`src/hw/rtl/acp_pkg.sv`:
```
// Shared types, codes and item tables for the category 020 block parser.
`default_nettype none
package acp_pkg;

    localparam int MAX_FSPEC_OCTETS = 4;
    localparam int NUM_ITEMS        = 28;
    localparam int QUEUE_DEPTH      = 4;

    localparam logic [1:0] KIND_CHUNK = 2'd0;
    localparam logic [1:0] KIND_OK    = 2'd1;
    localparam logic [1:0] KIND_ERROR = 2'd2;

    localparam logic [2:0] ERR_CATEGORY  = 3'd1;
    localparam logic [2:0] ERR_SHORT     = 3'd2;
    localparam logic [2:0] ERR_FSPEC_END = 3'd3;
    localparam logic [2:0] ERR_FSPEC_LEN = 3'd4;
    localparam logic [2:0] ERR_EXTENT    = 3'd5;
    localparam logic [2:0] ERR_SUBFIELD  = 3'd6;
    localparam logic [2:0] ERR_OVERRUN   = 3'd7;

    localparam logic [2:0] IK_FIX  = 3'd0;
    localparam logic [2:0] IK_EXT2 = 3'd1;
    localparam logic [2:0] IK_EXT  = 3'd2;
    localparam logic [2:0] IK_ACC  = 3'd3;
    localparam logic [2:0] IK_REP1 = 3'd4;
    localparam logic [2:0] IK_REP8 = 3'd5;
    localparam logic [2:0] IK_EXPL = 3'd6;

    typedef struct packed {
        logic [1:0]  kind;
        logic [4:0]  item_number;
        logic [63:0] payload;
        logic [3:0]  payload_bytes;
        logic [7:0]  element_index;
        logic [15:0] record_index;
        logic        last_of_record;
        logic [2:0]  error_code;
    } result_t;

    typedef struct packed {
        logic    v0;
        logic    v1;
        result_t r0;
        result_t r1;
    } push_t;

    function automatic logic [2:0] item_kind(input logic [4:0] it);
        logic [2:0] k;
        case (it)
            5'd1, 5'd6:   k = IK_EXT2;
            5'd18:        k = IK_ACC;
            5'd19:        k = IK_REP1;
            5'd20:        k = IK_REP8;
            5'd23:        k = IK_EXT;
            5'd26, 5'd27: k = IK_EXPL;
            default:      k = IK_FIX;
        endcase
        return k;
    endfunction

    function automatic logic [7:0] item_len(input logic [4:0] it);
        logic [7:0] n;
        case (it)
            5'd2, 5'd11:  n = 8'd3;
            5'd3:         n = 8'd8;
            5'd4:         n = 8'd6;
            5'd8, 5'd10:  n = 8'd4;
            5'd12, 5'd22: n = 8'd7;
            5'd0, 5'd5, 5'd7, 5'd9, 5'd13, 5'd14, 5'd15, 5'd21, 5'd25:
                          n = 8'd2;
            default:      n = 8'd1;
        endcase
        return n;
    endfunction

    function automatic push_t add_result(input push_t p, input result_t r);
        push_t q;
        q = p;
        if (!p.v0)
        begin
            q.v0 = 1'b1;
            q.r0 = r;
        end
        else
        begin
            q.v1 = 1'b1;
            q.r1 = r;
        end
        return q;
    endfunction

    function automatic result_t mk_result(input logic [1:0] kind, input logic [4:0] item,
                                          input logic [63:0] pl, input logic [3:0] nb,
                                          input logic [7:0] elem, input logic [15:0] rec,
                                          input logic last, input logic [2:0] err);
        result_t r;
        r.kind           = kind;
        r.item_number    = item;
        r.payload        = pl;
        r.payload_bytes  = nb;
        r.element_index  = elem;
        r.record_index   = rec;
        r.last_of_record = last;
        r.error_code     = err;
        return r;
    endfunction

endpackage
`default_nettype wire

```
`src/hw/rtl/acp_front.sv`:
```
// Byte parser: walks header, FSPEC and item bytes and forms up to two results per byte.
`default_nettype none
module acp_front
    import acp_pkg::*;
#(
    parameter int CHUNK_BYTES = 8
)
(
    input  wire logic       clk,
    input  wire logic       rst_n,
    input  wire logic       fire,
    input  wire logic [7:0] data_byte,
    input  wire logic       frame_end,
    input  wire logic [7:0] expected_category,
    output push_t           push
);

    localparam logic [2:0] PH_HDR0  = 3'd0;
    localparam logic [2:0] PH_HDR1  = 3'd1;
    localparam logic [2:0] PH_HDR2  = 3'd2;
    localparam logic [2:0] PH_FSPEC = 3'd3;
    localparam logic [2:0] PH_START = 3'd4;
    localparam logic [2:0] PH_BODY  = 3'd5;
    localparam logic [2:0] PH_DRAIN = 3'd6;

    localparam logic [3:0] CHUNK_FULL = 4'(CHUNK_BYTES);

    logic [2:0]  phase_reg, phase_next;
    logic [15:0] declared_length_reg, declared_length_next;
    logic [15:0] byte_count_reg, byte_count_next;
    logic [31:0] fspec_bits_reg, fspec_bits_next;
    logic [2:0]  fspec_octets_reg, fspec_octets_next;
    logic [4:0]  current_item_reg, current_item_next;
    logic [7:0]  bytes_left_reg, bytes_left_next;
    logic [63:0] chunk_buffer_reg, chunk_buffer_next;
    logic [3:0]  chunk_fill_reg, chunk_fill_next;
    logic [7:0]  element_count_reg, element_count_next;
    logic [7:0]  repeats_left_reg, repeats_left_next;
    logic [15:0] record_count_reg, record_count_next;

    push_t       pq;
    logic [2:0]  k;
    logic        first, seg, iend, rec_done, nx_found;
    logic [2:0]  err;
    logic [4:0]  nx;
    logic [15:0] dl;
    logic [7:0]  per;

    function automatic logic [27:0] presence(input logic [31:0] fb);
        logic [27:0] p;
        for (int i = 0; i < NUM_ITEMS; i++)
        begin
            p[i] = fb[31 - 8 * (i / 7) - (i % 7)];
        end
        return p;
    endfunction

    // Lowest present item at or above from.
    function automatic logic [5:0] find_item(input logic [31:0] fb, input logic [4:0] from);
        logic [27:0] p;
        logic [5:0]  r;
        p = presence(fb);
        r = '0;
        for (int i = NUM_ITEMS - 1; i >= 0; i--)
        begin
            if (p[i] && (5'(i) >= from))
            begin
                r = {1'b1, 5'(i)};
            end
        end
        return r;
    endfunction

    always_comb
    begin
        phase_next           = phase_reg;
        declared_length_next = declared_length_reg;
        byte_count_next      = byte_count_reg;
        fspec_bits_next      = fspec_bits_reg;
        fspec_octets_next    = fspec_octets_reg;
        current_item_next    = current_item_reg;
        bytes_left_next      = bytes_left_reg;
        chunk_buffer_next    = chunk_buffer_reg;
        chunk_fill_next      = chunk_fill_reg;
        element_count_next   = element_count_reg;
        repeats_left_next    = repeats_left_reg;
        record_count_next    = record_count_reg;
        pq       = '0;
        k        = item_kind(current_item_reg);
        first    = (phase_reg == PH_START);
        seg      = 1'b0;
        iend     = 1'b0;
        rec_done = 1'b0;
        err      = '0;
        nx       = '0;
        nx_found = 1'b0;
        dl       = '0;
        per      = '0;

        if (phase_reg != PH_DRAIN)
        begin
            byte_count_next = byte_count_reg + 16'd1;
        end

        case (phase_reg)
            PH_HDR0:
            begin
                if (data_byte != expected_category)
                begin
                    pq = add_result(pq, mk_result(KIND_ERROR, '0, '0, '0, '0,
                                                  record_count_reg, 1'b0, ERR_CATEGORY));
                    phase_next = PH_DRAIN;
                end
                else
                begin
                    phase_next = PH_HDR1;
                end
            end
            PH_HDR1:
            begin
                declared_length_next = {data_byte, 8'd0};
                phase_next = PH_HDR2;
            end
            PH_HDR2:
            begin
                dl = {declared_length_reg[15:8], data_byte};
                declared_length_next = dl;
                if (dl < 16'd3)
                begin
                    pq = add_result(pq, mk_result(KIND_ERROR, '0, '0, '0, '0,
                                                  record_count_reg, 1'b0, ERR_OVERRUN));
                    phase_next = PH_DRAIN;
                end
                else if (dl == 16'd3)
                begin
                    pq = add_result(pq, mk_result(KIND_OK, '0, '0, '0, '0,
                                                  record_count_reg, 1'b0, 3'd0));
                    phase_next = PH_DRAIN;
                end
                else
                begin
                    fspec_bits_next   = '0;
                    fspec_octets_next = '0;
                    current_item_next = '0;
                    phase_next        = PH_FSPEC;
                end
            end
            PH_FSPEC:
            begin
                fspec_bits_next = fspec_bits_reg
                                | ({24'd0, data_byte} << (5'd24 - {fspec_octets_reg[1:0], 3'd0}));
                fspec_octets_next = fspec_octets_reg + 3'd1;
                if (data_byte[0])
                begin
                    if (fspec_octets_next >= 3'(MAX_FSPEC_OCTETS))
                    begin
                        pq = add_result(pq, mk_result(KIND_ERROR, '0, '0, '0, '0,
                                                      record_count_reg, 1'b0, ERR_FSPEC_LEN));
                        phase_next = PH_DRAIN;
                    end
                    else if (byte_count_next >= declared_length_reg)
                    begin
                        pq = add_result(pq, mk_result(KIND_ERROR, '0, '0, '0, '0,
                                                      record_count_reg, 1'b0, ERR_FSPEC_END));
                        phase_next = PH_DRAIN;
                    end
                end
                else
                begin
                    {nx_found, nx} = find_item(fspec_bits_next, 5'd0);
                    if (!nx_found)
                    begin
                        // empty record: count it and start the next one
                        record_count_next = record_count_reg + 16'd1;
                        fspec_bits_next   = '0;
                        fspec_octets_next = '0;
                        current_item_next = '0;
                        if (byte_count_next >= declared_length_reg)
                        begin
                            pq = add_result(pq, mk_result(KIND_OK, '0, '0, '0, '0,
                                                          record_count_next, 1'b0, 3'd0));
                            phase_next = PH_DRAIN;
                        end
                    end
                    else
                    begin
                        current_item_next = nx;
                        phase_next        = PH_START;
                        if (byte_count_next >= declared_length_reg)
                        begin
                            pq = add_result(pq, mk_result(KIND_ERROR, '0, '0, '0, '0,
                                                          record_count_reg, 1'b0, ERR_OVERRUN));
                            phase_next = PH_DRAIN;
                        end
                    end
                end
            end
            PH_START, PH_BODY:
            begin
                if (!first && (bytes_left_reg != 8'd0) && (k != IK_EXT2) && (k != IK_EXT))
                begin
                    bytes_left_next = bytes_left_reg - 8'd1;
                end
                per = (k == IK_REP1) ? 8'd1 : 8'd8;
                case (k)
                    IK_EXT2:
                    begin
                        if (!first && data_byte[0])
                        begin
                            err = ERR_EXTENT;
                        end
                        else
                        begin
                            seg  = 1'b1;
                            iend = !data_byte[0];
                        end
                    end
                    IK_EXT:
                    begin
                        seg  = 1'b1;
                        iend = !data_byte[0];
                    end
                    IK_ACC:
                    begin
                        if (first && (data_byte[4:0] != 5'd0))
                        begin
                            err = ERR_SUBFIELD;
                        end
                        else
                        begin
                            if (first)
                            begin
                                bytes_left_next = (data_byte[7] ? 8'd6 : 8'd0)
                                                + (data_byte[6] ? 8'd6 : 8'd0)
                                                + (data_byte[5] ? 8'd2 : 8'd0);
                            end
                            iend = (bytes_left_next == 8'd0);
                            seg  = iend;
                        end
                    end
                    IK_REP1, IK_REP8:
                    begin
                        if (first)
                        begin
                            repeats_left_next = data_byte;
                            seg = 1'b1;
                            if (data_byte == 8'd0)
                            begin
                                iend = 1'b1;
                            end
                            else
                            begin
                                bytes_left_next = per;
                            end
                        end
                        else if (bytes_left_next == 8'd0)
                        begin
                            seg = 1'b1;
                            if (repeats_left_reg != 8'd0)
                            begin
                                repeats_left_next = repeats_left_reg - 8'd1;
                            end
                            if (repeats_left_next == 8'd0)
                            begin
                                iend = 1'b1;
                            end
                            else
                            begin
                                bytes_left_next = per;
                            end
                        end
                    end
                    IK_EXPL:
                    begin
                        if (first)
                        begin
                            bytes_left_next = (data_byte == 8'd0) ? 8'd0 : data_byte - 8'd1;
                        end
                        iend = (bytes_left_next == 8'd0);
                        seg  = iend;
                    end
                    default:
                    begin
                        if (first)
                        begin
                            bytes_left_next = item_len(current_item_reg) - 8'd1;
                        end
                        iend = (bytes_left_next == 8'd0);
                        seg  = iend;
                    end
                endcase

                if (err != 3'd0)
                begin
                    pq = add_result(pq, mk_result(KIND_ERROR, '0, '0, '0, '0,
                                                  record_count_reg, 1'b0, err));
                    phase_next = PH_DRAIN;
                end
                else
                begin
                    if (first)
                    begin
                        element_count_next = '0;
                    end
                    phase_next        = PH_BODY;
                    chunk_buffer_next = {chunk_buffer_reg[55:0], data_byte};
                    chunk_fill_next   = chunk_fill_reg + 4'd1;
                    if (iend)
                    begin
                        {nx_found, nx} = find_item(fspec_bits_reg, current_item_reg + 5'd1);
                        if (nx_found)
                        begin
                            current_item_next = nx;
                            phase_next        = PH_START;
                        end
                        else
                        begin
                            rec_done = 1'b1;
                        end
                    end
                    if (seg || (chunk_fill_next >= CHUNK_FULL))
                    begin
                        pq = add_result(pq, mk_result(KIND_CHUNK, current_item_reg,
                                                      chunk_buffer_next, chunk_fill_next,
                                                      element_count_next, record_count_reg,
                                                      rec_done, 3'd0));
                        element_count_next = element_count_next + 8'd1;
                        chunk_buffer_next  = '0;
                        chunk_fill_next    = '0;
                    end
                    if (rec_done)
                    begin
                        record_count_next = record_count_reg + 16'd1;
                        fspec_bits_next   = '0;
                        fspec_octets_next = '0;
                        current_item_next = '0;
                        phase_next        = PH_FSPEC;
                    end
                    if (byte_count_next >= declared_length_reg)
                    begin
                        if (rec_done)
                        begin
                            pq = add_result(pq, mk_result(KIND_OK, '0, '0, '0, '0,
                                                          record_count_next, 1'b0, 3'd0));
                        end
                        else
                        begin
                            // drop partial chunk bytes
                            pq = add_result(pq, mk_result(KIND_ERROR, '0, '0, '0, '0,
                                                          record_count_next, 1'b0,
                                                          ERR_OVERRUN));
                        end
                        phase_next = PH_DRAIN;
                    end
                end
            end
            default:
            begin
                phase_next = PH_DRAIN;
            end
        endcase

        if (frame_end)
        begin
            if (phase_next != PH_DRAIN)
            begin
                pq = add_result(pq, mk_result(KIND_ERROR, '0, '0, '0, '0,
                                              record_count_next, 1'b0, ERR_SHORT));
            end
            phase_next           = PH_HDR0;
            declared_length_next = '0;
            byte_count_next      = '0;
            fspec_bits_next      = '0;
            fspec_octets_next    = '0;
            current_item_next    = '0;
            bytes_left_next      = '0;
            chunk_buffer_next    = '0;
            chunk_fill_next      = '0;
            element_count_next   = '0;
            repeats_left_next    = '0;
            record_count_next    = '0;
        end

        pq.v0 = pq.v0 & fire;
        pq.v1 = pq.v1 & fire;
    end

    assign push = pq;

    always_ff @(posedge clk or negedge rst_n)
    begin
        if (!rst_n)
        begin
            phase_reg           <= PH_HDR0;
            declared_length_reg <= '0;
            byte_count_reg      <= '0;
            fspec_bits_reg      <= '0;
            fspec_octets_reg    <= '0;
            current_item_reg    <= '0;
            bytes_left_reg      <= '0;
            chunk_buffer_reg    <= '0;
            chunk_fill_reg      <= '0;
            element_count_reg   <= '0;
            repeats_left_reg    <= '0;
            record_count_reg    <= '0;
        end
        else if (fire)
        begin
            phase_reg           <= phase_next;
            declared_length_reg <= declared_length_next;
            byte_count_reg      <= byte_count_next;
            fspec_bits_reg      <= fspec_bits_next;
            fspec_octets_reg    <= fspec_octets_next;
            current_item_reg    <= current_item_next;
            bytes_left_reg      <= bytes_left_next;
            chunk_buffer_reg    <= chunk_buffer_next;
            chunk_fill_reg      <= chunk_fill_next;
            element_count_reg   <= element_count_next;
            repeats_left_reg    <= repeats_left_next;
            record_count_reg    <= record_count_next;
        end
    end

endmodule
`default_nettype wire

```
`src/hw/rtl/acp_queue.sv`:
```
// Result queue: takes up to two results per cycle, hands out one per transaction.
`default_nettype none
module acp_queue
    import acp_pkg::*;
(
    input  wire logic  clk,
    input  wire logic  rst_n,
    input  wire push_t push,
    output logic       room,
    output logic       out_valid,
    input  wire logic  out_ready,
    output result_t    head
);

    localparam int PTR_W = $clog2(QUEUE_DEPTH);
    localparam int CNT_W = $clog2(QUEUE_DEPTH + 1);

    result_t            mem [QUEUE_DEPTH];
    logic [PTR_W-1:0]   wp_reg, wp_next, rp_reg, rp_next;
    logic [CNT_W-1:0]   count_reg, count_next, n_push;
    logic               pop;

    assign out_valid = (count_reg != '0);
    assign room      = (count_reg <= CNT_W'(QUEUE_DEPTH - 2));
    assign head      = mem[rp_reg];
    assign pop       = out_valid && out_ready;
    assign n_push    = CNT_W'(push.v0) + CNT_W'(push.v1);

    always_comb
    begin
        wp_next    = wp_reg + PTR_W'(n_push);
        rp_next    = pop ? rp_reg + PTR_W'(1) : rp_reg;
        count_next = count_reg + n_push - CNT_W'(pop);
    end

    always_ff @(posedge clk)
    begin
        if (push.v0)
        begin
            mem[wp_reg] <= push.r0;
        end
        if (push.v1)
        begin
            mem[wp_reg + PTR_W'(1)] <= push.r1;
        end
    end

    always_ff @(posedge clk or negedge rst_n)
    begin
        if (!rst_n)
        begin
            wp_reg    <= '0;
            rp_reg    <= '0;
            count_reg <= '0;
        end
        else
        begin
            wp_reg    <= wp_next;
            rp_reg    <= rp_next;
            count_reg <= count_next;
        end
    end

endmodule
`default_nettype wire

```
`src/hw/rtl/asterix_cat020_block_parser_top.sv`:
```
// Top level of the category 020 data block parser.
//
// Input channel (in_valid/in_ready): one byte of a data block per transaction,
// with frame_end marking the last byte of the received buffer.
// Output channel (out_valid/out_ready): one result per transaction: an item
// chunk of up to CHUNK_BYTES raw bytes, a block ok, or an error. After an
// error the consumer discards everything it took from that block.
// cfg_write/cfg_data set the expected category byte (20 after reset); write
// it only while no block is in progress.
// Results of a byte are written into the result queue on the byte's
// transaction. Throughput: one byte per cycle; a byte gives at most two
// results, so the output side drains one result per cycle from a four-entry
// queue, and in_ready drops while that queue has fewer than two free entries.
// When the receiver stalls, the queue fills and input is held off; nothing
// is lost. Reset clears the parser to the start of a block and empties the
// queue; there is no clearing pass.
`default_nettype none
module asterix_cat020_block_parser_top
    import acp_pkg::*;
#(
    parameter int CHUNK_BYTES = 8
)
(
    input  wire logic        clk,
    input  wire logic        rst_n,
    input  wire logic        cfg_write,
    input  wire logic [7:0]  cfg_data,
    input  wire logic        in_valid,
    output logic             in_ready,
    input  wire logic [7:0]  data_byte,
    input  wire logic        frame_end,
    output logic             out_valid,
    input  wire logic        out_ready,
    output logic [1:0]       kind,
    output logic [4:0]       item_number,
    output logic [63:0]      payload,
    output logic [3:0]       payload_bytes,
    output logic [7:0]       element_index,
    output logic [15:0]      record_index,
    output logic             last_of_record,
    output logic [2:0]       error_code
);

    logic [7:0] category_reg;
    logic       fire;
    push_t      push;
    result_t    head;

    assign fire = in_valid && in_ready;

    always_ff @(posedge clk or negedge rst_n)
    begin
        if (!rst_n)
        begin
            category_reg <= 8'd20;
        end
        else if (cfg_write)
        begin
            category_reg <= cfg_data;
        end
    end

    acp_front #(
        .CHUNK_BYTES(CHUNK_BYTES)
    ) u_front (
        .clk              (clk),
        .rst_n            (rst_n),
        .fire             (fire),
        .data_byte        (data_byte),
        .frame_end        (frame_end),
        .expected_category(category_reg),
        .push             (push)
    );

    acp_queue u_queue (
        .clk      (clk),
        .rst_n    (rst_n),
        .push     (push),
        .room     (in_ready),
        .out_valid(out_valid),
        .out_ready(out_ready),
        .head     (head)
    );

    assign kind           = head.kind;
    assign item_number    = head.item_number;
    assign payload        = head.payload;
    assign payload_bytes  = head.payload_bytes;
    assign element_index  = head.element_index;
    assign record_index   = head.record_index;
    assign last_of_record = head.last_of_record;
    assign error_code     = head.error_code;

endmodule
`default_nettype wire
```
`config.mk`:
```
export PLATFORM = sky130hd
export DESIGN_NAME = asterix_cat020_block_parser_top
export DESIGN_NICKNAME = d
export VERILOG_FILES = /design/src/hw/rtl/acp_pkg.sv /design/src/hw/rtl/acp_front.sv /design/src/hw/rtl/acp_queue.sv /design/src/hw/rtl/asterix_cat020_block_parser_top.sv
export SDC_FILE = /design/constraint.sdc
export NUM_CORES = 1
export LEC_CHECK = 0
export ABC_CLOCK_PERIOD_IN_PS = 8150
export BUFFER_PORTS_ARGS = -buffer_cell sky130_fd_sc_hd__buf_4
export CORE_MARGIN = 5
export CORE_UTILIZATION = 45
export CTS_CLUSTER_DIAMETER = 50
export DETAILED_ROUTE_END_ITERATION = 10
export GPL_ROUTABILITY_DRIVEN = 0
export PLACE_DENSITY_LB_ADDON = 0.08
export SETUP_SLACK_MARGIN = 0.4
export SKIP_CTS_REPAIR_TIMING = 1
export SLEW_MARGIN = 10
export SYNTH_ARGS = -nofsm -noshare
export SYNTH_HDL_FRONTEND = slang
export SYNTH_SLANG_ARGS = --single-unit
```
`constraint.sdc`:
```
create_clock -name clk -period 8.15 [get_ports clk]
set_input_delay 0.815 -clock clk [delete_from_list [all_inputs] [get_ports clk]]
set_output_delay 0.815 -clock clk [all_outputs]
set_load 0.05 [all_outputs]
```
; ---- Yosys cells after proc, flatten, opt, wreduce, memory -nomap -nowiden
; Memory sizes are Yosys's and may differ from the RTL's.
; Index checks and enable logic that the tools add are counted.
[totals]
register_bits = 190
ram_bits = 412
rom_bits = 224
in_bits = 22
out_inout_bits = 105
mem_count = 3
[op_classes]
add_sub_neg = 19
order_cmp = 33
n_eq_ne = 26
shift = 1
mux = 216
bitwise_logic = 3
reduce_logical = 67
[memory_table]
columns = name, depth, width, rd, rd_ports_with_merged_regs, write_ports, line_no
row1 = u_queue.mem, 4, 103, 1, 0, 2, acp_queue.sv:18  ; result_t mem [QUEUE_DEPTH];
row2 = (no name shown), 32, 4, 1, 0, 0, acp_pkg.sv:63  ; case (it)
row3 = (no name shown), 32, 3, 1, 0, 0, acp_pkg.sv:49  ; case (it)
[op_table]
columns = op, n
row1 = 2-to-1 mux 208 bit, 16
row2 = one-hot mux 208 bit (4 select lines), 1
row3 = 2-to-1 mux 103 bit, 6
row4 = 2-to-1 mux 6 bit, 61
row5 = 2-to-1 mux 8 bit, 40
row6 = 2-to-1 mux 32 bit, 7
row7 = 2-to-1 mux 56 bit, 4
row8 = 2-to-1 mux 206 bit, 1
row9 = 2-to-1 mux 16 bit, 8
row10 = one-hot mux 32 bit (3 select lines), 1
row11 = 2-to-1 mux 3 bit, 24
row12 = one-hot mux 16 bit (2 select lines), 2
row13 = greater-or-equal comparator 5 bit (first input constant), 12
row14 = zero test 8 bit, 6
row15 = 2-to-1 mux 5 bit, 9
row16 = greater-or-equal comparator 4 x 5 -> 1 bit (first input constant), 8
row17 = logical AND 1 bit, 35
row18 = adder 16 x 1 -> 16 bit (second input constant), 2
row19 = bitwise OR 32 bit, 1
row20 = one-hot mux 8 bit (4 select lines), 1
row21 = left shift 8 x 5 -> 32 bit, 1
row22 = subtractor 8 x 1 -> 8 bit (second input constant), 4
row23 = 2-to-1 mux 1 bit, 22
row24 = greater-or-equal comparator 3 x 5 -> 1 bit (first input constant), 4
row25 = 51 further kinds, 89

; ---- Longest topological paths before layout
; Gate-level depths: netlist of run 1.
[depth]
depth_word = 53
ltp_mapped = 39
ltp_nobuf = 34

; ---- By module
; From an unflattened synthesis of run 1, not the netlist that was laid out.
[unflattened]
hier_cells = 2876
area_unflattened_um2 = 34817.1
[modules_own_cells]
columns = mod, instances, cells_per_inst, area_per_inst_um2, seq_area_each_um2
row1 = acp_queue, 1, 1037, 20174.3, 12547.0
row2 = acp_front, 1, 1821, 14302.5, 4279.1
row3 = asterix_cat020_block_parser_top, 1, 18, 340.3, 202.7

; ---- Worst setup path after synthesis of run 1
; Ideal clock, no wire load.
[synth_path]
kind = input-to-reg
startpoint = in data_byte[6]
endpoint = reg u_queue.count_reg[2]
setup_ps = 123
t_arrival_ps = 8595
required_ps = 8027
setup_slack_ps = -568
path_stages = 35
path_buffers = 7
path_cell_list = clkbuf_1 > buf_1 > inv_1 > ha_1 > nor4b_1 > a31o_2 > clkbuf_1 > a21oi_1 > or4b_1 > o41ai_4 > o211ai_2 > buf_2 > o21a_4 > nor4_1 > buf_2 > buf_6 > nor2_1 > xor2_1 > ha_1 > a21oi_1 > nor2b_1 > a2111oi_0 > o21ai_0 > a21oi_1 > nand2_1 > o41ai_4 > o221ai_2 > buf_4 > a21oi_1 > ha_1 > inv_1 > ha_1 > fa_1 > xor2_1 > xnor2_1
[synth_between]
elab_chain_len = 42
elab_cells_between_ends = 92
cone_classes = add/sub: 6 / order compare: 1 / eq/ne: 3 / shift: 1 / mux: 74 / bitwise: 3 / reduce/logical: 4
[synth_rtl]
columns = item, line_no
row1 = "start, declared", asterix_cat020_block_parser_top.sv:30  ; input wire logic [7:0] data_byte,
row2 = left shift 8 x 5 -> 32 bit, acp_front.sv:151  ; | ({24'd0, data_byte} << (5'd24 - {fspec_octets_reg[1:0], 3'd0}));
row3 = bitwise OR 32 bit, acp_front.sv:151
row4 = 2-to-1 mux 6 bit (28 in a row), acp_front.sv:66  ; if (p[i] && (5'(i) >= from))
row5 = 2-to-1 mux 6 bit, acp_front.sv:153  ; if (data_byte[0])
row6 = 2-to-1 mux 6 bit, acp_front.sv:105  ; case (phase_reg)
row7 = 2-to-1 mux 3 bit / 2-to-1 mux 208 bit (equally long branches), acp_front.sv:171  ; if (!nx_found)
row8 = 2-to-1 mux 3 bit / 2-to-1 mux 208 bit (equally long branches), acp_front.sv:153
row9 = one-hot mux 3 bit (5 select lines) / one-hot mux 208 bit (4 select lines) (equally long branches), acp_front.sv:105
row10 = != test 3 bit / 2-to-1 mux 1 bit (equally long branches), "acp_front.sv:365, acp_pkg.sv:79"
row11 = 2-to-1 mux 208 bit, acp_front.sv:365  ; if (phase_next != PH_DRAIN)
row12 = 2-to-1 mux 208 bit *, acp_front.sv:363  ; if (frame_end)
row13 = "AND 1 bit, on equally long branches", "acp_front.sv:384, acp_front.sv:385"
row14 = adder 1 x 1 -> 2 bit *, acp_queue.sv:27  ; assign n_push = CNT_W'(push.v0) + CNT_W'(push.v1);
row15 = adder 3 bit *, acp_queue.sv:33  ; count_next = count_reg + n_push - CNT_W'(pop);
row16 = subtractor 3 x 1 -> 3 bit *, acp_queue.sv:33
row17 = net u_queue.count_next[2], acp_queue.sv:20  ; logic [CNT_W-1:0] count_reg, count_next, n_push;
row18 = "end signal, assigned", acp_queue.sv:60  ; count_reg <= count_next;
row19 = "end, declared", acp_queue.sv:20
; Mark *: on every way through the listed nets, which the timed path passes. The rest lies on a longest branch. The select of a mux whose other input is x is not followed.
; A chain may end at the register's enable or synchronous reset.

==> impl_results.html, run 1 <==
<table>
<tr><th>Metric</th><th>Value</th></tr>
<tr><th colspan="2">Outcome</th></tr>
<tr><td>Run status</td><td>completed</td></tr>
<tr><th colspan="2">Finish</th></tr>
<tr><td>Max FFs per register</td><td>412</td></tr>
<tr><td>Syn-to-layout area delta</td><td>17.05%</td></tr>
<tr><td>Number of nets at the end of the flow</td><td>3085</td></tr>
<tr><td>Most frequent cells in the layout</td><td>328 x sky130_fd_sc_hd__dfxtp_1, 281 x sky130_fd_sc_hd__a32o_1, 229 x sky130_fd_sc_hd__buf_4</td></tr>
<tr><td>Number of standard cells in the layout, taps in and fillers out</td><td>3948</td></tr>
<tr><td>Fillers</td><td>5953</td></tr>
<tr><td>Antenna diode count</td><td>0</td></tr>
<tr><td>Fraction of final layout cells sized beyond drive strength 1</td><td>20.13%</td></tr>
<tr><td>Multi-input gate area</td><td>15980 µm²</td></tr>
<tr><td>Most common cell after layout, fill and taps aside</td><td>sky130_fd_sc_hd__dfxtp_1</td></tr>
<tr><td>Area of all sequential standard cells</td><td>13760 µm²</td></tr>
<tr><td>Final design area excluding fillers</td><td>35860 µm²</td></tr>
<tr><th colspan="2">Timing</th></tr>
<tr><td>Actual slew at the worst max-slew pin</td><td>1.088 ns</td></tr>
<tr><td>Max-slew violation count</td><td>0</td></tr>
<tr><td>Slew HR</td><td>27.47%</td></tr>
<tr><td>Setup ws final</td><td>0.4905 ns</td></tr>
<tr><td>Share of the clock period used by the worst path after layout</td><td>93.98%</td></tr>
<tr><td>Setup TNS after final layout</td><td>0 ns</td></tr>
<tr><td>Worst Skew</td><td>0.04236 ns</td></tr>
<tr><td>Final critical delay including setup and external delays</td><td>7.659 ns</td></tr>
<tr><td>Count of final setup violators</td><td>0</td></tr>
<tr><td>Maximum clock rate</td><td>130.6 MHz</td></tr>
<tr><td>Setup repair after global routing missed its margin</td><td>true</td></tr>
<tr><td>Number of hold violations in the final report</td><td>0</td></tr>
<tr><th colspan="2">Placed design</th></tr>
<tr><td>Cell total after placement</td><td>3784</td></tr>
<tr><td>Post-DP HPWL</td><td>60.89 mm</td></tr>
<tr><td>Count of input and output buffers</td><td>126</td></tr>
<tr><td>Area after DPL</td><td>32760 µm²</td></tr>
<tr><td>Pre-CTS setup slack</td><td>0.1237 ns</td></tr>
<tr><th colspan="2">Logic synthesis</th></tr>
<tr><td>Fraction of post-synthesis cell area in the top cell type by area</td><td>21.43%</td></tr>
<tr><td>Predominant post-synthesis flop cell</td><td>sky130_fd_sc_hd__dfxtp_1</td></tr>
<tr><td>Number of instances in the synthesized netlist</td><td>2915</td></tr>
<tr><td>Fraction of the yosys area taken by sequential cells</td><td>44.87%</td></tr>
<tr><td>Yosys top cell by area</td><td>sky130_fd_sc_hd__dfxtp_1</td></tr>
<tr><td>Post-synthesis average cell area</td><td>10.51 µm²</td></tr>
<tr><td>Fraction of synthesis flops using an asynchronous set or reset pin</td><td>31.10%</td></tr>
<tr><td>Count of unique library cells instantiated by Yosys</td><td>107</td></tr>
<tr><td>Main area contributors after synthesis</td><td>sky130_fd_sc_hd__dfxtp_1 21%, sky130_fd_sc_hd__dfrtp_1 15%, sky130_fd_sc_hd__a32o_1 9.2%</td></tr>
<tr><td>Netlist area before placement</td><td>30640 µm²</td></tr>
<tr><td>Synth warn</td><td>0</td></tr>
<tr><td>Synthesis-stage register bit count</td><td>598</td></tr>
<tr><td>Number of enable-type register cells in the synthesized netlist</td><td>84</td></tr>
<tr><th colspan="2">Routing</th></tr>
<tr><td>DRC violation total after the first TritonRoute iteration</td><td>2850</td></tr>
<tr><td>Via total after detailed routing</td><td>26050</td></tr>
<tr><td>Final wirelength</td><td>97.50 mm</td></tr>
<tr><td>Ratio of routed vias to standard cells</td><td>6.598</td></tr>
<tr><td>Detailed-route DRC error count</td><td>0</td></tr>
<tr><td>Number of routed nets with antenna violations</td><td>0</td></tr>
<tr><td>DR WL/cell</td><td>24.70 µm</td></tr>
<tr><td>First-pass iteration count of the detailed router</td><td>8</td></tr>
<tr><th colspan="2">Floorplanning</th></tr>
<tr><td>Placeable core region</td><td>67400 µm²</td></tr>
<tr><td>Initial cell density of the core</td><td>45.46%</td></tr>
<tr><td>Count of boundary I/O pins</td><td>127</td></tr>
<tr><td>Die height</td><td>270.9 µm</td></tr>
<tr><td>Area of the die</td><td>73400 µm²</td></tr>
<tr><td>Row cnt</td><td>95</td></tr>
<tr><td>Width of the chip</td><td>270.9 µm</td></tr>
<tr><th colspan="2">Flow run</th></tr>
<tr><td># Max-Cap Violations</td><td>0</td></tr>
<tr><th colspan="2">Worst setup path</th></tr>
<tr><td>Startpoint Class</td><td>flop</td></tr>
<tr><td>Data required, critical path</td><td>8.66 ns</td></tr>
<tr><td>Critical path class</td><td>reg2reg</td></tr>
<tr><td>Top cell family by delay on the critical path</td><td>compound AO/OA/AOI/OAI gates</td></tr>
<tr><td>Arrival time of data at the critical path endpoint</td><td>8.17 ns</td></tr>
<tr><td>Crit path capture type</td><td>flop</td></tr>
<tr><td>Slowest stage cell on the critical path</td><td>sky130_fd_sc_hd__or4b_1</td></tr>
<tr><td>Critical Path Fanout Max</td><td>31</td></tr>
<tr><td>Max incr delay on CP</td><td>0.53 ns</td></tr>
<tr><td>WP buf/inv</td><td>6</td></tr>
<tr><th colspan="2">Clock network</th></tr>
<tr><td>Maximum clock insertion buffer count</td><td>3</td></tr>
<tr><td>CTS H-tree depth</td><td>3</td></tr>
<tr><td>Clock tree from TritonCTS</td><td>yes</td></tr>
<tr><td>Clock root buffer</td><td>sky130_fd_sc_hd__clkbuf_16</td></tr>
<tr><td>Number of CTS-inserted buffers</td><td>76</td></tr>
<tr><td>Total number of clock tree sinks</td><td>598</td></tr>
<tr><td>Clock slew at reported path FFs</td><td>0.06 ns</td></tr>
<tr><td>Clk_lat worst skew</td><td>0.63 ns</td></tr>
<tr><th colspan="2">Worst hold path</th></tr>
<tr><td>Class of the most critical hold timing path</td><td>in2async</td></tr>
<tr><th colspan="2">Power</th></tr>
<tr><td>Total leakage power</td><td>13.68 nW</td></tr>
<tr><td>VDD IR-drop max</td><td>286.2 µV</td></tr>
<tr><td>Pwr dens</td><td>375.9 nW/µm²</td></tr>
<tr><th colspan="2">Global route</th></tr>
<tr><td>Wire length of the first global-routing pass</td><td>151.4 mm</td></tr>
<tr><td>Global-route usage over all layers</td><td>25.41%</td></tr>
<tr><td>Number of global-route vias before repair</td><td>25990</td></tr>
<tr><td>Maximum number of pins on one net before global-route repair</td><td>221</td></tr>
<tr><td>Antenna violations before repair</td><td>0</td></tr>
<tr><td>Overflow after GRT</td><td>0</td></tr>
</table>
area by class of cell:
| class | instances | share of cell area (%) |
|---|---|---|
| Clock buffer | 102 | 5.886 |
| Tap cell | 873 | 3.046 |
| Clock inverter | 38 | 1.354 |
| Multi-Input combinational cell | 2020 | 44.56 |
| Sequential cell | 598 | 38.36 |
| Inverter | 63 | 0.6734 |
| Timing Repair Buffer | 254 | 6.124 |
through the flow:
stage	hold slack, ns	utilization [%]	power [W]
finish	0.2145	53.21	0.01348
detailed placement	0.4434	48.61	0.009686
CTS	0.2074	52.46	0.01313
global route	0.2433	53.21	0.01414
global placement	0.4393	48.61	0.009631
floorplan	0.4271	-	0.007798
metal layers:
layer / GRT usage [%] / share of wire, % / vias to the layer above
met2: 43.13 / 49 / 1062
met1: 33.24 / 42 / 13140
met5: 0 / 0 / -
met3: 3.872 / 6.2 / 224
met4: 8.896 / 3.5 / 0
li1: - / - / 11630
report_power, final:
group          leakage (nW)  internal (W)  total, W  switching, W
logic                  6.52       0.00218   0.00636       0.00418
clock network          1.25       0.00205   0.00341       0.00137
registers              5.91       0.00331   0.00371      0.000399
total                  13.7       0.00754    0.0135       0.00594
cells by family (layout without fill, tap and decap cells):
family	count (synthesis)	count (layout)	synth area share, %
mux	141	141	8.936
buf+inv	341	457	5.019
simple gates	659	661	10.68
flops	598	598	44.87
xor+xnor	61	61	1.744
fa+ha+maj	50	50	2.116
compound gates	1064	1064	26.62
other cells	1	43	0.01224
final timing paths:
path	to	cells past startpoint	slack, ns	start
hold reg to reg	u_queue.mem[2][27]	1	0.46	u_queue.mem[2][27]
min in group clk	category_reg[3]	2	0.44	cfg_data[3]
max in group asynchronous	u_queue.rp_reg[1]	2	6.72	rst_n
setup reg to reg	u_queue.mem[0][31]	31	0.49	u_front.current_item_reg[0]
setup / recovery	u_queue.mem[0][31]	31	0.49	u_front.current_item_reg[0]
hold / removal	u_front.fspec_bits_reg[6]	1	0.21	rst_n
worst register-to-register path, delay by kind of cell (launching register included):
| kind | cells | cell delay [ns] |
|---|---|---|
| buffers and inverters | 6 | 1.10 |
| flip-flops | 1 | 0.46 |
| multiplexers | 1 | 0.50 |
| AND/OR/NAND/NOR | 7 | 1.36 |
| adder cells (fa/ha/maj) | 4 | 0.81 |
| AO/OA/AOI/OAI | 12 | 3.20 |
| XOR/XNOR | 1 | 0.14 |
cells in the mapped netlist, types with 13 or more instances:
master / count
sky130_fd_sc_hd__a31oi_1: 16
sky130_fd_sc_hd__nor3_1: 51
sky130_fd_sc_hd__o31ai_1: 28
sky130_fd_sc_hd__and2_1: 13
sky130_fd_sc_hd__a21oi_1: 164
sky130_fd_sc_hd__buf_6: 24
sky130_fd_sc_hd__clkbuf_1: 181
sky130_fd_sc_hd__nor2_1: 167
sky130_fd_sc_hd__ha_1: 47
sky130_fd_sc_hd__a21o_1: 29
sky130_fd_sc_hd__nand2_1: 198
sky130_fd_sc_hd__edfxtp_1: 84
sky130_fd_sc_hd__nand3_1: 48
sky130_fd_sc_hd__a211oi_1: 25
sky130_fd_sc_hd__xnor2_1: 25
sky130_fd_sc_hd__o2bb2ai_1: 39
sky130_fd_sc_hd__nor3b_1: 15
sky130_fd_sc_hd__dfrtp_1: 184
sky130_fd_sc_hd__nor2b_1: 17
sky130_fd_sc_hd__a22o_1: 80
sky130_fd_sc_hd__mux4_2: 104
sky130_fd_sc_hd__buf_2: 29
sky130_fd_sc_hd__xor2_1: 36
sky130_fd_sc_hd__a32o_1: 281
sky130_fd_sc_hd__and3_1: 24
sky130_fd_sc_hd__mux2_2: 17
sky130_fd_sc_hd__mux2i_1: 19
sky130_fd_sc_hd__dfxtp_1: 328
sky130_fd_sc_hd__nand2b_1: 20
sky130_fd_sc_hd__inv_1: 62
sky130_fd_sc_hd__nor4_1: 21
sky130_fd_sc_hd__buf_1: 33
sky130_fd_sc_hd__o22ai_1: 95
sky130_fd_sc_hd__o21ai_0: 160
(Power assumes the default switching activity.)
==> inputs of run 2 (changes only) <==
CORE_ASPECT_RATIO = 0.6   (was not set)
==> run 2 against run 1 <==
Effect of this change: clock-buffer cell count shrank 13; utilization shrank 0.78 points; maximum frequency grew 0.69%; setup slack gained 0.053 ns; wire length grew 5.0%; die area grew 0.23%; flip-flop and latch count is the same; clock skew shrank 0.022 ns; sequential power is essentially flat; combinational power grew 6.1%; hold slack lost 0.030 ns; critical path depth is the same; critical endpoint is now u_queue.mem[2][100]; highest routed layer unchanged.
==> impl_results.html, run 2 (synthesized netlist as in run 1, its figures left out) <==
<table>
<tr><th>Metric</th><th>Value</th></tr>
<tr><th colspan="2">Power</th></tr>
<tr><td>Pwr dens</td><td>373.7 nW/µm²</td></tr>
<tr><td>Net switching power</td><td>0.006084 W</td></tr>
<tr><td>Comb power frac</td><td>50.9%</td></tr>
<tr><td>VDD IR-drop max</td><td>288.9 µV</td></tr>
<tr><td>Switching part of the total</td><td>45.82%</td></tr>
<tr><td>Power Internal</td><td>0.007195 W</td></tr>
<tr><td>Clock share of power</td><td>21.1%</td></tr>
<tr><td>Total leakage power</td><td>13.49 nW</td></tr>
<tr><td>Sequential cell fraction of total power</td><td>28.0%</td></tr>
<tr><td>Overall power consumption</td><td>0.01328 W</td></tr>
<tr><th colspan="2">Worst setup path</th></tr>
<tr><td>R2R setup slack</td><td>0.54 ns</td></tr>
<tr><td>Slowest stage cell on the critical path</td><td>sky130_fd_sc_hd__or4b_4</td></tr>
<tr><td>Crit path capture type</td><td>flop</td></tr>
<tr><td>Critical Path Fanout Max</td><td>65</td></tr>
<tr><td>Critical path class</td><td>reg2reg</td></tr>
<tr><td>FF-to-FF End</td><td>u_queue.mem[2][100]</td></tr>
<tr><td>Max incr delay on CP</td><td>0.55 ns</td></tr>
<tr><td>Data required, critical path</td><td>8.67 ns</td></tr>
<tr><td>Start of the worst register-to-register path</td><td>u_front.current_item_reg[0]</td></tr>
<tr><td>Startpoint Class</td><td>flop</td></tr>
<tr><td>Arrival time of data at the critical path endpoint</td><td>8.13 ns</td></tr>
<tr><td>Worst Reg-to-Reg Cells</td><td>31</td></tr>
<tr><td>Cell type with the highest occurrence count on the critical path</td><td>sky130_fd_sc_hd__buf_4</td></tr>
<tr><th colspan="2">Finish</th></tr>
<tr><td>Final core utilization</td><td>52.43%</td></tr>
<tr><td>Max FFs per register</td><td>412</td></tr>
<tr><td>Syn-to-layout area delta</td><td>15.99%</td></tr>
<tr><td>Number of nets at the end of the flow</td><td>3087</td></tr>
<tr><td>Most frequent cells in the layout</td><td>328 x sky130_fd_sc_hd__dfxtp_1, 281 x sky130_fd_sc_hd__a32o_1, 247 x sky130_fd_sc_hd__buf_4</td></tr>
<tr><td>Antenna diode count</td><td>0</td></tr>
<tr><td>Fillers</td><td>5973</td></tr>
<tr><td>Most common cell after layout, fill and taps aside</td><td>sky130_fd_sc_hd__dfxtp_1</td></tr>
<tr><td>Final design area excluding fillers</td><td>35530 µm²</td></tr>
<tr><td>Fraction of final layout cells sized beyond drive strength 1</td><td>20.38%</td></tr>
<tr><th colspan="2">Timing</th></tr>
<tr><td>Actual slew at the worst max-slew pin</td><td>1.163 ns</td></tr>
<tr><td>Fin Hold WS</td><td>0.1850 ns</td></tr>
<tr><td>Maximum clock rate</td><td>131.5 MHz</td></tr>
<tr><td>Final critical delay including setup and external delays</td><td>7.607 ns</td></tr>
<tr><td>Max-slew violation count</td><td>0</td></tr>
<tr><td>Slew HR</td><td>21.88%</td></tr>
<tr><td>Number of hold violations in the final report</td><td>0</td></tr>
<tr><td>Worst Skew</td><td>0.02043 ns</td></tr>
<tr><td>Share of the clock period used by the worst path after layout</td><td>93.33%</td></tr>
<tr><td>Count of final setup violators</td><td>0</td></tr>
<tr><td>Setup repair after global routing missed its margin</td><td>false</td></tr>
<tr><td>Setup ws final</td><td>0.5432 ns</td></tr>
<tr><th colspan="2">Clock network</th></tr>
<tr><td>Clk_lat worst skew</td><td>0.64 ns</td></tr>
<tr><td>Total number of clock tree sinks</td><td>598</td></tr>
<tr><td>Clock root buffer</td><td>sky130_fd_sc_hd__clkbuf_16</td></tr>
<tr><td>CTS H-tree depth</td><td>2</td></tr>
<tr><td>Clock tree from TritonCTS</td><td>yes</td></tr>
<tr><td>Clock slew at reported path FFs</td><td>0.06 ns</td></tr>
<tr><td>Maximum clock insertion buffer count</td><td>3</td></tr>
<tr><td>Number of CTS-inserted buffers</td><td>60</td></tr>
<tr><th colspan="2">Routing</th></tr>
<tr><td>Via total after detailed routing</td><td>26320</td></tr>
<tr><td>Final wirelength</td><td>102.4 mm</td></tr>
<tr><td>Detailed-route DRC error count</td><td>0</td></tr>
<tr><td>Number of routed nets with antenna violations</td><td>0</td></tr>
<tr><td>DRC violation total after the first TritonRoute iteration</td><td>3178</td></tr>
<tr><td>Met1 wire length</td><td>47.36 mm</td></tr>
<tr><td>Ratio of routed vias to standard cells</td><td>6.615</td></tr>
<tr><td>DR WL/cell</td><td>25.73 µm</td></tr>
<tr><td>Uppermost layer routed</td><td>met4</td></tr>
<tr><td>First-pass iteration count of the detailed router</td><td>6</td></tr>
<tr><td>Routed wire length on met2</td><td>42.42 mm</td></tr>
<tr><td>Met3 routed WL</td><td>10.48 mm</td></tr>
<tr><th colspan="2">Global route</th></tr>
<tr><td>Overflow after GRT</td><td>0</td></tr>
<tr><td>Antenna violations before repair</td><td>0</td></tr>
<tr><td>Wire length of the first global-routing pass</td><td>154.2 mm</td></tr>
<tr><td>Number of global-route vias before repair</td><td>25200</td></tr>
<tr><td>Global-route usage over all layers</td><td>26.40%</td></tr>
<tr><td>Maximum number of pins on one net before global-route repair</td><td>175</td></tr>
<tr><th colspan="2">Placed design</th></tr>
<tr><td>Area after DPL</td><td>32820 µm²</td></tr>
<tr><td>Post-DP HPWL</td><td>65.11 mm</td></tr>
<tr><td>Count of input and output buffers</td><td>126</td></tr>
<tr><td>Pre-CTS setup slack</td><td>-0.01948 ns</td></tr>
<tr><th colspan="2">Worst hold path</th></tr>
<tr><td>Class of the most critical hold timing path</td><td>in2async</td></tr>
<tr><th colspan="2">Floorplanning</th></tr>
<tr><td>Row cnt</td><td>74</td></tr>
<tr><td>Placeable core region</td><td>67780 µm²</td></tr>
<tr><td>Width of the chip</td><td>346.8 µm</td></tr>
<tr><td>Initial cell density of the core</td><td>45.20%</td></tr>
<tr><td>Area of the die</td><td>73570 µm²</td></tr>
<tr><td>Die height</td><td>212.1 µm</td></tr>
<tr><td>Count of boundary I/O pins</td><td>127</td></tr>
<tr><th colspan="2">Flow run</th></tr>
<tr><td># Max-Cap Violations</td><td>0</td></tr>
<tr><th colspan="2">Outcome</th></tr>
<tr><td>Run status</td><td>completed</td></tr>
</table>
-- run 2: changes by cell type in the layout (fill, tap and decap cells not counted), moves of 5 or more --
| cell | delta |
|---|---|
| sky130_fd_sc_hd__clkbuf_16 | -14 |
| sky130_fd_sc_hd__buf_4 | +18 |
| sky130_fd_sc_hd__buf_12 | -10 |
| sky130_fd_sc_hd__buf_6 | +5 |
-- run 2: worst max-delay path: cells and delay by family, from the launching register on --
| family | cells | cell delay [ns] |
|---|---|---|
| AO/OA/AOI/OAI | 10 | 2.55 |
| XOR/XNOR | 1 | 0.15 |
| adder cells (fa/ha/maj) | 3 | 0.64 |
| buffers and inverters | 8 | 1.38 |
| flip-flops | 1 | 0.46 |
| multiplexers | 2 | 0.76 |
| AND/OR/NAND/NOR | 7 | 1.46 |
-- run 2: final cells by class --
class / count / area [µm²] / area share [%]
Tap cell: 912 / 1141 / 3.211
Inverter: 63 / 241.5 / 0.6796
Sequential cell: 598 / 13760 / 38.71
Multi-Input combinational cell: 2020 / 16080 / 45.24
Clock inverter: 25 / 254.0 / 0.7148
Timing Repair Buffer: 272 / 2302 / 6.479
Clock buffer: 89 / 1763 / 4.961
-- run 2: power by group through the flow --
| stage | registers, W | logic [W] | clock network [W] |
|---|---|---|---|
| after floorplan | 0.00350 | 0.00429 | 0 |
| after global placement | 0.00374 | 0.00601 | 0 |
| after detailed placement | 0.00376 | 0.00605 | 0 |
| after CTS | 0.00370 | 0.00608 | 0.00287 |
| after global routing | 0.00376 | 0.00714 | 0.00299 |
| final | 0.00372 | 0.00675 | 0.00281 |
-- run 2: stage by stage --
step                      std cells  TNS [ns]
after floorplan                2957         0
after global placement         3833         0
after detailed placement       3833  -0.04908
after CTS                      3947   -0.3454
after global routing           3979         0
final                          3979         0
-- run 2: how the worst max path moves through the flow --
stage,cells past startpoint,end,from
2_1_floorplan,36,u_queue.count_reg[2],data_byte[0]
3_3_place_gp,30,u_queue.mem[2][15],u_front.current_item_reg[0]
3_5_place_dp,30,u_queue.mem[2][15],u_front.current_item_reg[0]
4_1_cts,30,u_queue.mem[3][15],u_front.current_item_reg[0]
5_1_grt,34,u_queue.count_reg[2],u_front.current_item_reg[0]
6_report,31,u_queue.mem[2][100],u_front.current_item_reg[0]
-- run 2: metal layers --
layer,global-route usage (%),vias up
met5,0,-
met4,6.024,0
met3,7.341,129
met2,37.19,1263
met1,40.26,13330
li1,-,11600
